$ cat src/design/ccbt_pkg.sv
package ccbt_pkg;

	// Number of parameter targets, one table entry each.
	localparam int NUM_TARGETS = 10;
	localparam int IDX_W       = (NUM_TARGETS > 1) ? $clog2(NUM_TARGETS) : 1;

	// Field widths.
	localparam int ACT_W  = 2;
	localparam int CTRL_W = 7;
	localparam int CHAN_W = 6;
	localparam int TGT_W  = 4;

	// Stream data width, padded to whole bytes.
	localparam int TDATA_W = 24;

	// Channel value reported when there is no hit.
	localparam logic [CHAN_W-1:0] CHAN_NONE = '1;

	typedef enum logic [ACT_W-1:0] {
		ACT_BIND  = 2'd0,
		ACT_CLEAR = 2'd1,
		ACT_FIND  = 2'd2,
		ACT_QUERY = 2'd3
	} action_t;

	typedef enum logic [1:0] {
		ST_IDLE,
		ST_SCAN,
		ST_COMMIT,
		ST_REPLY
	} state_t;

	// One table entry as seen on the read port.
	typedef struct packed {
		logic              valid;
		logic [CTRL_W-1:0] ctrl;
		logic [CHAN_W-1:0] chan;
	} entry_t;

	// Write command to the table: set_valid 1 stores a binding, 0 drops it.
	typedef struct packed {
		logic              wr_en;
		logic              set_valid;
		logic [IDX_W-1:0]  addr;
		logic [CTRL_W-1:0] ctrl;
		logic [CHAN_W-1:0] chan;
	} store_wr_t;

endpackage

$ cat src/design/control_code_binding_table.sv
// Channel   Dir  Fields (lowest bit first)
// s_axis    in   tuser: action; tdata: ctrl_number, midi_channel, param_target
// m_axis    out  tuser: found;  tdata: target_out, ctrl_out, channel_out
//
// One entry is compared per cycle by a single controller comparator.
// Bind and find walk the whole table; a find hit ends the walk early at its
// entry, and a bind then stores its entry in the commit state. Clear and query
// pass through the commit state alone; a bind or clear to a target out of range
// goes straight to the reply state, which a stalled result holds. The input is
// ready again in the cycle after the result is loaded. Reset empties the table.
module control_code_binding_table import ccbt_pkg::*; (
	input  logic               clk,
	input  logic               arst_n,
	input  logic               s_axis_tvalid,
	output logic               s_axis_tready,
	input  logic [TDATA_W-1:0] s_axis_tdata,  // ctrl_number, midi_channel, param_target
	input  logic [ACT_W-1:0]   s_axis_tuser,  // action
	output logic               m_axis_tvalid,
	input  logic               m_axis_tready,
	output logic [TDATA_W-1:0] m_axis_tdata,  // target_out, ctrl_out, channel_out
	output logic               m_axis_tuser   // found
);

	state_t            state_q, state_d;
	logic [IDX_W-1:0]  idx_q;
	action_t           act_q;
	logic [CTRL_W-1:0] ctrl_q;
	logic [CHAN_W-1:0] chan_q;
	logic [TGT_W-1:0]  tgt_q;
	logic              tgt_ok_q;

	logic              res_found_q;
	logic [TGT_W-1:0]  res_tgt_q;
	logic [CTRL_W-1:0] res_ctrl_q;
	logic [CHAN_W-1:0] res_chan_q;

	logic              out_valid_q;
	logic              out_found_q;
	logic [TGT_W-1:0]  out_tgt_q;
	logic [CTRL_W-1:0] out_ctrl_q;
	logic [CHAN_W-1:0] out_chan_q;

	action_t           in_act;
	logic [CTRL_W-1:0] in_ctrl;
	logic [CHAN_W-1:0] in_chan;
	logic [TGT_W-1:0]  in_tgt;
	logic              in_tgt_ok;
	logic              in_xfer;
	logic              out_free;
	logic              out_load;
	logic              idx_last;
	logic              hit;
	store_wr_t         wr;
	logic [IDX_W-1:0]  rd_addr;
	entry_t            rd_entry;

	// Unpack the input transfer.
	assign in_act    = action_t'(s_axis_tuser);
	assign in_ctrl   = s_axis_tdata[CTRL_W-1:0];
	assign in_chan   = s_axis_tdata[CTRL_W+CHAN_W-1:CTRL_W];
	assign in_tgt    = s_axis_tdata[CTRL_W+CHAN_W+TGT_W-1:CTRL_W+CHAN_W];
	assign in_tgt_ok = (32'(in_tgt) < NUM_TARGETS);
	assign in_xfer   = s_axis_tvalid && s_axis_tready;

	assign idx_last  = (idx_q == IDX_W'(NUM_TARGETS - 1));
	assign out_free  = !out_valid_q || m_axis_tready;

	ccbt_store u_store (
		.clk      (clk),
		.arst_n   (arst_n),
		.wr       (wr),
		.rd_addr  (rd_addr),
		.rd_entry (rd_entry)
	);

	ccbt_match u_match (
		.entry (rd_entry),
		.key   (ctrl_q),
		.hit   (hit)
	);

	// Sequencer: next state, table access and handshake.
	always_comb begin
		state_d       = state_q;
		wr            = '0;
		rd_addr       = (state_q == ST_SCAN) ? idx_q : IDX_W'(tgt_q);
		s_axis_tready = 1'b0;
		out_load      = 1'b0;
		unique case (state_q)
			ST_IDLE: begin
				s_axis_tready = 1'b1;
				if (s_axis_tvalid) begin
					unique case (in_act)
						ACT_BIND:  state_d = in_tgt_ok ? ST_SCAN : ST_REPLY;
						ACT_CLEAR: state_d = in_tgt_ok ? ST_COMMIT : ST_REPLY;
						ACT_FIND:  state_d = ST_SCAN;
						ACT_QUERY: state_d = ST_COMMIT;
					endcase
				end
			end
			ST_SCAN: begin
				// A bind drops every other entry that uses its controller.
				if (act_q == ACT_BIND && hit) begin
					wr.wr_en     = 1'b1;
					wr.set_valid = 1'b0;
					wr.addr      = idx_q;
				end
				if (act_q == ACT_FIND && hit) begin
					state_d = ST_REPLY;
				end else if (idx_last) begin
					state_d = (act_q == ACT_BIND) ? ST_COMMIT : ST_REPLY;
				end
			end
			ST_COMMIT: begin
				// Store or drop the target's entry; a query only reads it.
				if (act_q == ACT_BIND || act_q == ACT_CLEAR) begin
					wr.wr_en     = 1'b1;
					wr.set_valid = (act_q == ACT_BIND);
					wr.addr      = IDX_W'(tgt_q);
					wr.ctrl      = ctrl_q;
					wr.chan      = chan_q;
				end
				state_d = ST_REPLY;
			end
			ST_REPLY: begin
				if (out_free) begin
					out_load = 1'b1;
					state_d  = ST_IDLE;
				end
			end
		endcase
	end

	// Control registers.
	always_ff @(posedge clk or negedge arst_n) begin
		if (!arst_n) begin
			state_q     <= ST_IDLE;
			idx_q       <= '0;
			out_valid_q <= 1'b0;
		end else begin
			state_q <= state_d;
			if (in_xfer) begin
				idx_q <= '0;
			end else if (state_q == ST_SCAN) begin
				idx_q <= idx_q + 1'b1;
			end
			if (out_load) begin
				out_valid_q <= 1'b1;
			end else if (m_axis_tready) begin
				out_valid_q <= 1'b0;
			end
		end
	end

	// Item fields and the result under construction.
	always_ff @(posedge clk) begin
		if (in_xfer) begin
			act_q       <= in_act;
			ctrl_q      <= in_ctrl;
			chan_q      <= in_chan;
			tgt_q       <= in_tgt;
			tgt_ok_q    <= in_tgt_ok;
			res_found_q <= 1'b0;
			res_tgt_q   <= '0;
			res_ctrl_q  <= '0;
			res_chan_q  <= CHAN_NONE;
		end else begin
			if (state_q == ST_SCAN && act_q == ACT_FIND && hit) begin
				res_found_q <= 1'b1;
				res_tgt_q   <= TGT_W'(idx_q);
			end
			if (state_q == ST_COMMIT && act_q == ACT_QUERY && tgt_ok_q && rd_entry.valid) begin
				res_found_q <= 1'b1;
				res_ctrl_q  <= rd_entry.ctrl;
				res_chan_q  <= rd_entry.chan;
			end
		end
	end

	// Output register.
	always_ff @(posedge clk) begin
		if (out_load) begin
			out_found_q <= res_found_q;
			out_tgt_q   <= res_tgt_q;
			out_ctrl_q  <= res_ctrl_q;
			out_chan_q  <= res_chan_q;
		end
	end

	assign m_axis_tvalid = out_valid_q;
	assign m_axis_tuser  = out_found_q;
	assign m_axis_tdata  = {(TDATA_W - TGT_W - CTRL_W - CHAN_W)'(0),
		out_chan_q, out_ctrl_q, out_tgt_q};

endmodule

$ cat src/design/ccbt_store.sv
module ccbt_store import ccbt_pkg::*; (
	input  logic             clk,
	input  logic             arst_n,
	input  store_wr_t        wr,
	input  logic [IDX_W-1:0] rd_addr,
	output entry_t           rd_entry
);

	logic [NUM_TARGETS-1:0] valid_q;
	logic [CTRL_W-1:0]      ctrl_q [NUM_TARGETS];
	logic [CHAN_W-1:0]      chan_q [NUM_TARGETS];

	// Valid bits start cleared so the table is empty after reset.
	always_ff @(posedge clk or negedge arst_n) begin
		if (!arst_n) begin
			valid_q <= '0;
		end else if (wr.wr_en) begin
			valid_q[wr.addr] <= wr.set_valid;
		end
	end

	// Controller and channel are only written by a bind.
	always_ff @(posedge clk) begin
		if (wr.wr_en && wr.set_valid) begin
			ctrl_q[wr.addr] <= wr.ctrl;
			chan_q[wr.addr] <= wr.chan;
		end
	end

	// Single read port; an address past the last target reads as empty.
	always_comb begin
		rd_entry = '0;
		if (32'(rd_addr) < NUM_TARGETS) begin
			rd_entry.valid = valid_q[rd_addr];
			rd_entry.ctrl  = ctrl_q[rd_addr];
			rd_entry.chan  = chan_q[rd_addr];
		end
	end

endmodule

$ cat src/design/ccbt_match.sv
module ccbt_match import ccbt_pkg::*; (
	input  entry_t            entry,
	input  logic [CTRL_W-1:0] key,
	output logic              hit
);

	// Shared compare unit: a live entry bound to the requested controller.
	assign hit = entry.valid && (entry.ctrl == key);

endmodule

$ cat config.mk
export PLATFORM = sky130hd
export DESIGN_NAME = control_code_binding_table
export DESIGN_NICKNAME = d
export VERILOG_FILES = /design/src/design/ccbt_pkg.sv /design/src/design/control_code_binding_table.sv /design/src/design/ccbt_store.sv /design/src/design/ccbt_match.sv
export SDC_FILE = /design/constraint.sdc
export NUM_CORES = 1
export LEC_CHECK = 0
export BUFFER_PORTS_ARGS = -buffer_cell sky130_fd_sc_hd__buf_2
export CAP_MARGIN = 5
export CORE_MARGIN = 1.5
export CORE_UTILIZATION = 51
export CTS_CLUSTER_DIAMETER = 200
export DETAILED_ROUTE_END_ITERATION = 16
export GPL_TIMING_DRIVEN = 0
export HOLD_SLACK_MARGIN = 0.1
export PLACE_DENSITY = 0.81
export SYNTH_ARGS = -nofsm -noshare
export SYNTH_HDL_FRONTEND = slang
export SYNTH_SLANG_ARGS = --single-unit
export TNS_END_PERCENT = 50
$ cat constraint.sdc
create_clock -name clk -period 11.1 [get_ports clk]
set_clock_uncertainty 0.15 [all_clocks]
set_input_delay 0.555 -clock clk [delete_from_list [all_inputs] [get_ports clk]]
set_output_delay 0.555 -clock clk [all_outputs]
set_load 0.02 [all_outputs]
Yosys cells after proc, flatten, opt, wreduce, memory -nomap -nowiden
Memory sizes are Yosys's and may differ from the RTL's. A register that Yosys moved wholly into a read port is not among the register bits.
Index checks and enable logic that the tools add are counted.
{"block": "word_totals", "out_inout_bits": 27, "regBits": 67, "n_memories": 2, "input_bits": 30, "ramBits": 130}
{"memory": "u_store.ctrl_q", "depth": 10, "width": 7, "read_ports": 1, "rd_ports_with_merged_regs": 0, "wr": 1, "line": "ccbt_store.sv:10", "text": "logic [CTRL_W-1:0] ctrl_q [NUM_TARGETS];"}
{"memory": "u_store.chan_q", "depth": 10, "width": 6, "read_ports": 1, "rd_ports_with_merged_regs": 1, "wr": 1, "line": "ccbt_store.sv:11", "text": "logic [CHAN_W-1:0] chan_q [NUM_TARGETS];"}
{"block": "op_classes", "n_reduce_logical": 21, "order_cmp": 5, "addsub": 1, "eq_ne": 14, "mux": 31}
{"op": "$mux W19", "n": 1}
{"op": "$pmux W2 S4", "n": 2}
{"op": "$mux W14", "n": 1}
{"op": "$mux W1", "n": 13}
{"op": "$mux W13", "n": 1}
{"op": "$eq A2 B2 Y1 const B", "n": 6}
{"op": "$mux W4", "n": 3}
{"op": "$pmux W6 S2", "n": 1}
{"op": "$logic_and A1 B1 Y1", "n": 11}
{"op": "$bwmux W10", "n": 1}
{"op": "$lt A4 B5 Y1 const B", "n": 2}
{"op": "$mux W2", "n": 5}
{"op": "$lt A4 B4 Y1 const B", "n": 2}
{"op": "$eq A7 B7 Y1", "n": 1}
{"op": "$eq A2 B1 Y1 const B", "n": 3}
{"op": "$logic_not A2 Y1", "n": 3}
{"op": "$mux W6", "n": 1}
{"op": "$reduce_bool A2 Y1", "n": 3}
{"op": "$add A4 B1 Y4 const B", "n": 1}
{"op": "$bmux W1 S4", "n": 1}
{"op": "$demux W1 S4", "n": 1}
{"op": "$eq A4 B4 Y1 const B", "n": 1}
{"op": "$ge A4 B1 Y1 const B", "n": 1}
{"op": "$ne A2 B2 Y1 const B", "n": 2}
{"op": "other kinds (4)", "n": 5}

Depth between registers and ports, before layout
{"block": "depth", "word_depth": 15, "depth_mapped": 16, "depth_no_buf": 13}

Modules after synthesis
A second synthesis with hierarchy kept.
{"block": "hier_totals", "hier_cells": 547, "area_unflattened_um2": 8414.3}
{"module": "ccbt_store", "seq_area_each_um2": 4154.0, "instances": 1, "cells_each": 330, "area_per_inst_um2": 5774.3}
{"module": "control_code_binding_table", "seq_area_each_um2": 1676.6, "instances": 1, "cells_each": 207, "area_per_inst_um2": 2562.5}
{"module": "ccbt_match", "seq_area_each_um2": 0.0, "instances": 1, "cells_each": 10, "area_per_inst_um2": 77.6}

Least setup slack after synthesis
Ideal clock, no wire load.
{"block": "synth_path", "kind": "flip-flop to flip-flop", "start": "reg state_q[1]", "end": "mem u_store.chan_q[9][0] (enable)", "t_arrival_ps": 4093, "setup_slack_ps": 6475, "stages_incl_launch_ff": 14, "period_less_slack_ps": 4625, "required_time_ps": 10568, "n_path_buf": 1, "cell_sequence": "dfrtp_1 > inv_1 > ha_1 > buf_6 > mux2i_2 > mux4_2 > o2111a_1 > mux2i_1 > a221o_1 > or3_4 > o21ai_4 > or3b_4 > or2_4 > nor2_1"}
{"block": "synth_between", "elab_chain_cells": 12, "elab_cells_between_ends": 16, "cone_classes": "order compare (1); eq/ne (3); mux (8); reduce/logical (3); memory (1)"}
{"element": "start, declared", "line": "control_code_binding_table.sv:24", "text": "state_t state_q, state_d;"}
{"element": "start signal, assigned", "line": "control_code_binding_table.sv:141", "text": "state_q <= state_d;"}
{"element": "$eq A2 B1 Y1", "line": "control_code_binding_table.sv:86, control_code_binding_table.sv:89"}
{"element": "$mux W4", "line": "control_code_binding_table.sv:86", "text": "rd_addr = (state_q == ST_SCAN) ? idx_q : IDX_W'(tgt_q);"}
{"element": "$mem_v2 Z10 W7 (tied with other cells)"}
{"element": "$mux W14 or $mux W1 (tied branches)", "line": "ccbt_store.sv:33, ccbt_store.sv:34"}
{"element": "$eq A7 B7 Y1 or $mux W14 (tied branches)", "line": "ccbt_match.sv:8, ccbt_store.sv:33"}
{"element": "$logic_and A1 B1 Y1", "line": "ccbt_match.sv:8", "text": "assign hit = entry.valid && (entry.ctrl == key);"}
{"element": "$logic_and A1 B1 Y1", "line": "control_code_binding_table.sv:103", "text": "if (act_q == ACT_BIND && hit) begin"}
{"element": "$mux W6", "line": "control_code_binding_table.sv:103"}
{"element": "$pmux W6 S2 (*)", "line": "control_code_binding_table.sv:89", "text": "unique case (state_q)"}
{"element": "$logic_and A1 B1 Y1", "line": "ccbt_store.sv:24", "text": "if (wr.wr_en && wr.set_valid) begin"}
{"element": "$mux W1", "line": "ccbt_store.sv:24"}
{"element": "$mux W1 (implied by the code)", "line": "ccbt_store.sv:26", "text": "chan_q[wr.addr] <= wr.chan;"}
{"element": "end, declared", "line": "ccbt_store.sv:11"}
Mark *: on every way between the ends. The rest lies on a longest branch, timed or not. The select of a mux whose other input is x is not followed.

Final worst setup path
{"block": "layout_path", "start": "reg state_q[1]", "end": "mem u_store.ctrl_q[5][2] (enable)"}
{"block": "layout_between", "elab_chain_cells": 12, "elab_cells_between_ends": 16, "cone_classes": "order compare (1); eq/ne (3); mux (8); reduce/logical (3); memory (1)"}
{"element": "$eq A2 B1 Y1", "line": "control_code_binding_table.sv:86, control_code_binding_table.sv:89"}
{"element": "$mux W4", "line": "control_code_binding_table.sv:86"}
{"element": "$mem_v2 Z10 W7 (tied with other cells)"}
{"element": "$mux W14 or $mux W1 (tied branches)", "line": "ccbt_store.sv:33, ccbt_store.sv:34"}
{"element": "$eq A7 B7 Y1 or $mux W14 (tied branches)", "line": "ccbt_match.sv:8, ccbt_store.sv:33"}
{"element": "$logic_and A1 B1 Y1", "line": "ccbt_match.sv:8"}
{"element": "$logic_and A1 B1 Y1", "line": "control_code_binding_table.sv:103"}
{"element": "$mux W6", "line": "control_code_binding_table.sv:103"}
{"element": "$pmux W6 S2 (*)", "line": "control_code_binding_table.sv:89"}
{"element": "$logic_and A1 B1 Y1", "line": "ccbt_store.sv:24"}
{"element": "$mux W1", "line": "ccbt_store.sv:24"}
{"element": "$mux W1 (implied by the code)", "line": "ccbt_store.sv:25", "text": "ctrl_q[wr.addr] <= wr.ctrl;"}
{"element": "end, declared", "line": "ccbt_store.sv:10"}
Marked as above.

==> results.md <==
- The clock passes through at most 3 buffers.
- The flow ran to the end, and the final reports show no timing, DRC or antenna violations.
- During I/O placement, the number of pins put on the boundary was 57.
- Measured against its own limit, the worst slew margin works out to 29.41%.
- At the worst endpoint, the arrival time is 5.67 ns.
- Using the TritonRoute via totals, the vias-per-cell ratio works out to 5.930.
- STA classifies the critical path startpoint as a flop.
- For this block, the via count after detailed routing is 5699.
- The total count of max-transition violations in the final report is 0.
- The total inserted antenna cells is 0.
- Setup repair after global routing left no endpoint under its margin.
- Global routing consumed, on the met3 layer, 3.257% of the routing resources.
- The pin slew with the least headroom to its limit is 1.054 ns.
- The fraction of final layout cells with drive strength greater than 1 is 17.95%.
- The startpoint identified for the worst hold timing path is s_axis_tuser[0].
- In the synthesized netlist the async set-or-reset flop fraction comes to 8.374%.
- The data required time at the worst endpoint is 11.15 ns.
- The min-delay analysis places its worst path in the category primary input to flop.
- The post-route DRC violation count is 0.
- The post-placement worst setup slack is ~5.4 ns.
- The peak supply drop is 0.1158 mV.
- After synthesis the cells add up to 8591 um^2.
- CTS placed an instance of sky130_fd_sc_hd__clkbuf_16 at the clock tree root.
- The first-pass GRT wire length is 31.32 mm.
- Dividing the synthesized area by the synthesized cell count gives 13.66 um^2.
- The post-layout instance area is 10070 um^2.
- In this run the horizontal extent of the chip is around 130 um.
- The remaining antenna violation count is 0.
- The initial antenna violation count is 0.
- The initialized floorplan defines 47 standard-cell rows.
- The endpoint identified for the worst register-to-register timing path is u_store.ctrl_q[5][2].
- The share of the core filled with cells is 60.91%.
- The count of mapped cells out of synthesis is 629.
- The upper clock frequency limit is ~180 MHz.
- The number of buffer cells added on primary ports is 42.
- STA classifies the critical path endpoint as a flop.
- The time the final worst path needs with I/O delays and setup is 5.620 ns.
- The max-cap check violation count is 0.
- The number of enable-type register cells in the synthesized netlist is 168.
- The clock reaches the later pin of the worst-skew pair after approximately 0.50 ns.
- The die area is approximately 18000 um^2.
- In this run, the number of DRC markers left after iteration 0 of detailed routing was ~550.
- The starting density of the core is 51.99%.
- In the global route stage, overall resource usage came out at 23.14%.
- TritonCTS created 21 clock buffers.
- After clock tree synthesis, the clock-pin slew on the worst setup and hold paths is about 0.060 ns.
- Counting cells, the worst reg-to-reg path comes to 16.
- The layout overhead on the synthesized area is 17.17%.
- Global routing used 31.15% of the available met1 tracks.
- The routability-driven placement congestion ratio is approximately 0.91.
- The most used flip-flop cell after synthesis is sky130_fd_sc_hd__edfxtp_1.
- After the last flow step, the layout net total stands at 762.
- Leaving out fill and tap cells, the most frequent cell in the layout is sky130_fd_sc_hd__edfxtp_1.
- The capturing element of the worst setup path is u_store.ctrl_q[5][2].
- Across all setup checks in the final design, the least slack found is between 5 and 6 ns.
- The worst-case register-to-register setup slack is 5.48 ns.
- Leaving out fill and tap cells, the most frequent cells in the layout are sky130_fd_sc_hd__edfxtp_1 (168), sky130_fd_sc_hd__nand2_1 (74), sky130_fd_sc_hd__buf_2 (51).
- Dividing the final minimum period by the clock period gives about half.
- The power density over the cells is 234.7 nW/um^2.
- Global routing used 38.19% of the available met2 tracks.
- The count of final hold-check violations is 0.
- After floorplanning, the core was sized to cover 16520 um^2.
- The layer flagged by global routing as most heavily used is met2.
- The overall power after layout is 2362 uW.
- The vertical die dimension is ~130 um.
- The unique cell type count in the Yosys netlist is 69.
- The launching instance or port of the critical path is state_q[1].
- Setup violations remaining at the end of the flow were counted as 0.
- The critical path is of the flop to flop type.
- The detail-routed net length per standard cell is 20.86 um.
- The detailed placer's ending HPWL is 13.56 mm.
- The leakage power summed over all cells is 0.003755 uW.
- The sum of routed wire length over all layers is 20.05 mm.
- Global routing finished with a remaining overflow of 0.
- The number of global-route vias before repair is around 5700.
- For this run, the number of Yosys warnings is 0.
- Setup total negative slack on the finished layout was measured at 0 ns.
- The total of flip-flops plus latches after synthesis is about 200.
- The first-pass detailed-route iteration total is 7.
- In this run the post-CTS setup repair buffer count came out at 0.
- The number of fill cells in the layout is 1241.
- The sequential-to-total area share from yosys stat is a little under 70%.
- TritonCTS built the clock tree.
- The maximum number of pins on one net before global-route repair is 30.
- The count of H-tree levels built during CTS is 1.
- In this run the critical register-to-register path is launched from state_q[1].
- The number of sinks handled by clock tree synthesis is 203.
- Of all nets on the critical path, the largest fanout is 10.
- Summing all placed instances gives a cell area of 9189 um^2.
[worst max-delay path, stage by stage (launching register included)]
cell and delay [ns]:
sky130_fd_sc_hd__dfrtp_1 0.40, sky130_fd_sc_hd__inv_1 0.11, sky130_fd_sc_hd__ha_1 0.19, sky130_fd_sc_hd__buf_6 0.16, sky130_fd_sc_hd__nand2_1 0.15, sky130_fd_sc_hd__nand2_1 0.41
sky130_fd_sc_hd__buf_2 0.41, sky130_fd_sc_hd__mux2i_1 0.36, sky130_fd_sc_hd__a2bb2oi_1 0.23, sky130_fd_sc_hd__o311a_1 0.22, sky130_fd_sc_hd__nand4_1 0.18, sky130_fd_sc_hd__or3_4 0.44
sky130_fd_sc_hd__o21ai_4 0.28, sky130_fd_sc_hd__or3b_4 0.45, sky130_fd_sc_hd__or2_4 0.25, sky130_fd_sc_hd__nor2_1 0.68, sky130_fd_sc_hd__buf_6 0.25
[power breakdown]
part / internal, uW / switching [uW] / total, uW / leakage (uW)
registers: 918 / 40.9 / 959 / 0.00205
logic: 245 / 470 / 715 / 0.00137
clock network: 406 / 282 / 689 / 0.000332
total: 1570 / 793 / 2360 / 0.00375
[through the flow]
step	hold slack, ns	cells
floorplan	0.1094	635
global placement	0.2627	897
detailed placement	0.2652	903
CTS	0.1043	960
global route	0.1092	961
finish	0.1188	961
[logic make-up after synthesis]
| kind of cell | share of synthesized area [%] |
|---|---|
| flip-flops | 67.87 |
| adder cells (fa/ha/maj) | 0.8738 |
| buffers and inverters | 2.782 |
| other | 0.04365 |
| multiplexers | 7.238 |
| AND/OR/NAND/NOR | 12.16 |
| XOR/XNOR | 0.3059 |
| AO/OA/AOI/OAI | 8.725 |
[worst min path at each step]
stage / end / slack [ns] / cells after the start
finish: act_q[0] / 0.12 / 1
detailed placement: out_chan_q[4] / 0.27 / 0
floorplan: idx_q[0] / 0.11 / 0
global route: act_q[0] / 0.11 / 1
global placement: out_chan_q[4] / 0.26 / 0
CTS: act_q[0] / 0.10 / 1
[state kept, by name, summed over array words and instances (netlist names), 6 cells and up]
register,cells
out_ctrl_q,7
out_chan_q,6
res_chan_q,6
chan_q,6
u_store.ctrl_q,70
ctrl_q,7
res_ctrl_q,7
u_store.valid_q,10
u_store.chan_q,60
[cell usage after synthesis (all sizes together), types with 4 or more instances]
library cell / count / area [um^2]
a21o: 4 / 30.03
a21oi: 23 / 118.9
a2bb2oi: 6 / 58.80
and2: 15 / 93.84
and3: 4 / 25.02
buf: 20 / 133.9
clkbuf: 15 / 56.30
dfrtp: 17 / 425.4
dfxtp: 18 / 360.4
edfxtp: 168 / 5045
ha: 6 / 75.07
inv: 12 / 45.04
mux2: 5 / 60.05
mux2i: 31 / 314.1
mux4: 11 / 247.7
nand2: 74 / 277.8
nand2b: 14 / 95.09
nand3: 24 / 120.1
nand4: 7 / 43.79
nor2: 39 / 146.4
nor2b: 14 / 87.58
nor3: 11 / 55.05
o2111ai: 6 / 52.55
o211ai: 6 / 45.04
o21ai: 26 / 141.4
o22ai: 5 / 31.28
o31ai: 4 / 30.03
[per-layer routing]
layer	part of all wire (%)	vias up	wire [um]
met5	0	-	0
met4	3.8	0	759
met3	8.5	66	1707
met2	48	304	9578
met1	40	2776	8003
li1	-	2553	-
[cell type report]
type | instances | area [um^2] | share of cell area [%]
buffer | 35 | 191.4 | 1.902
clock buffer | 25 | 560.5 | 5.569
clock inverter | 13 | 115.1 | 1.144
inverter | 13 | 48.80 | 0.4848
multi-input combinational | 384 | 2569 | 25.52
sequential | 203 | 5831 | 57.92
tap | 220 | 275.3 | 2.735
timing repair buffer | 68 | 475.5 | 4.723
[what timing repair did]
| action | CTS | global route |
|---|---|---|
| hold buffers | 19 | 0 |
| resized for setup | 0 | 0 |
| endpoints found under the hold margin | 35 | 0 |
No activity file was read; power rests on OpenSTA's default activity.
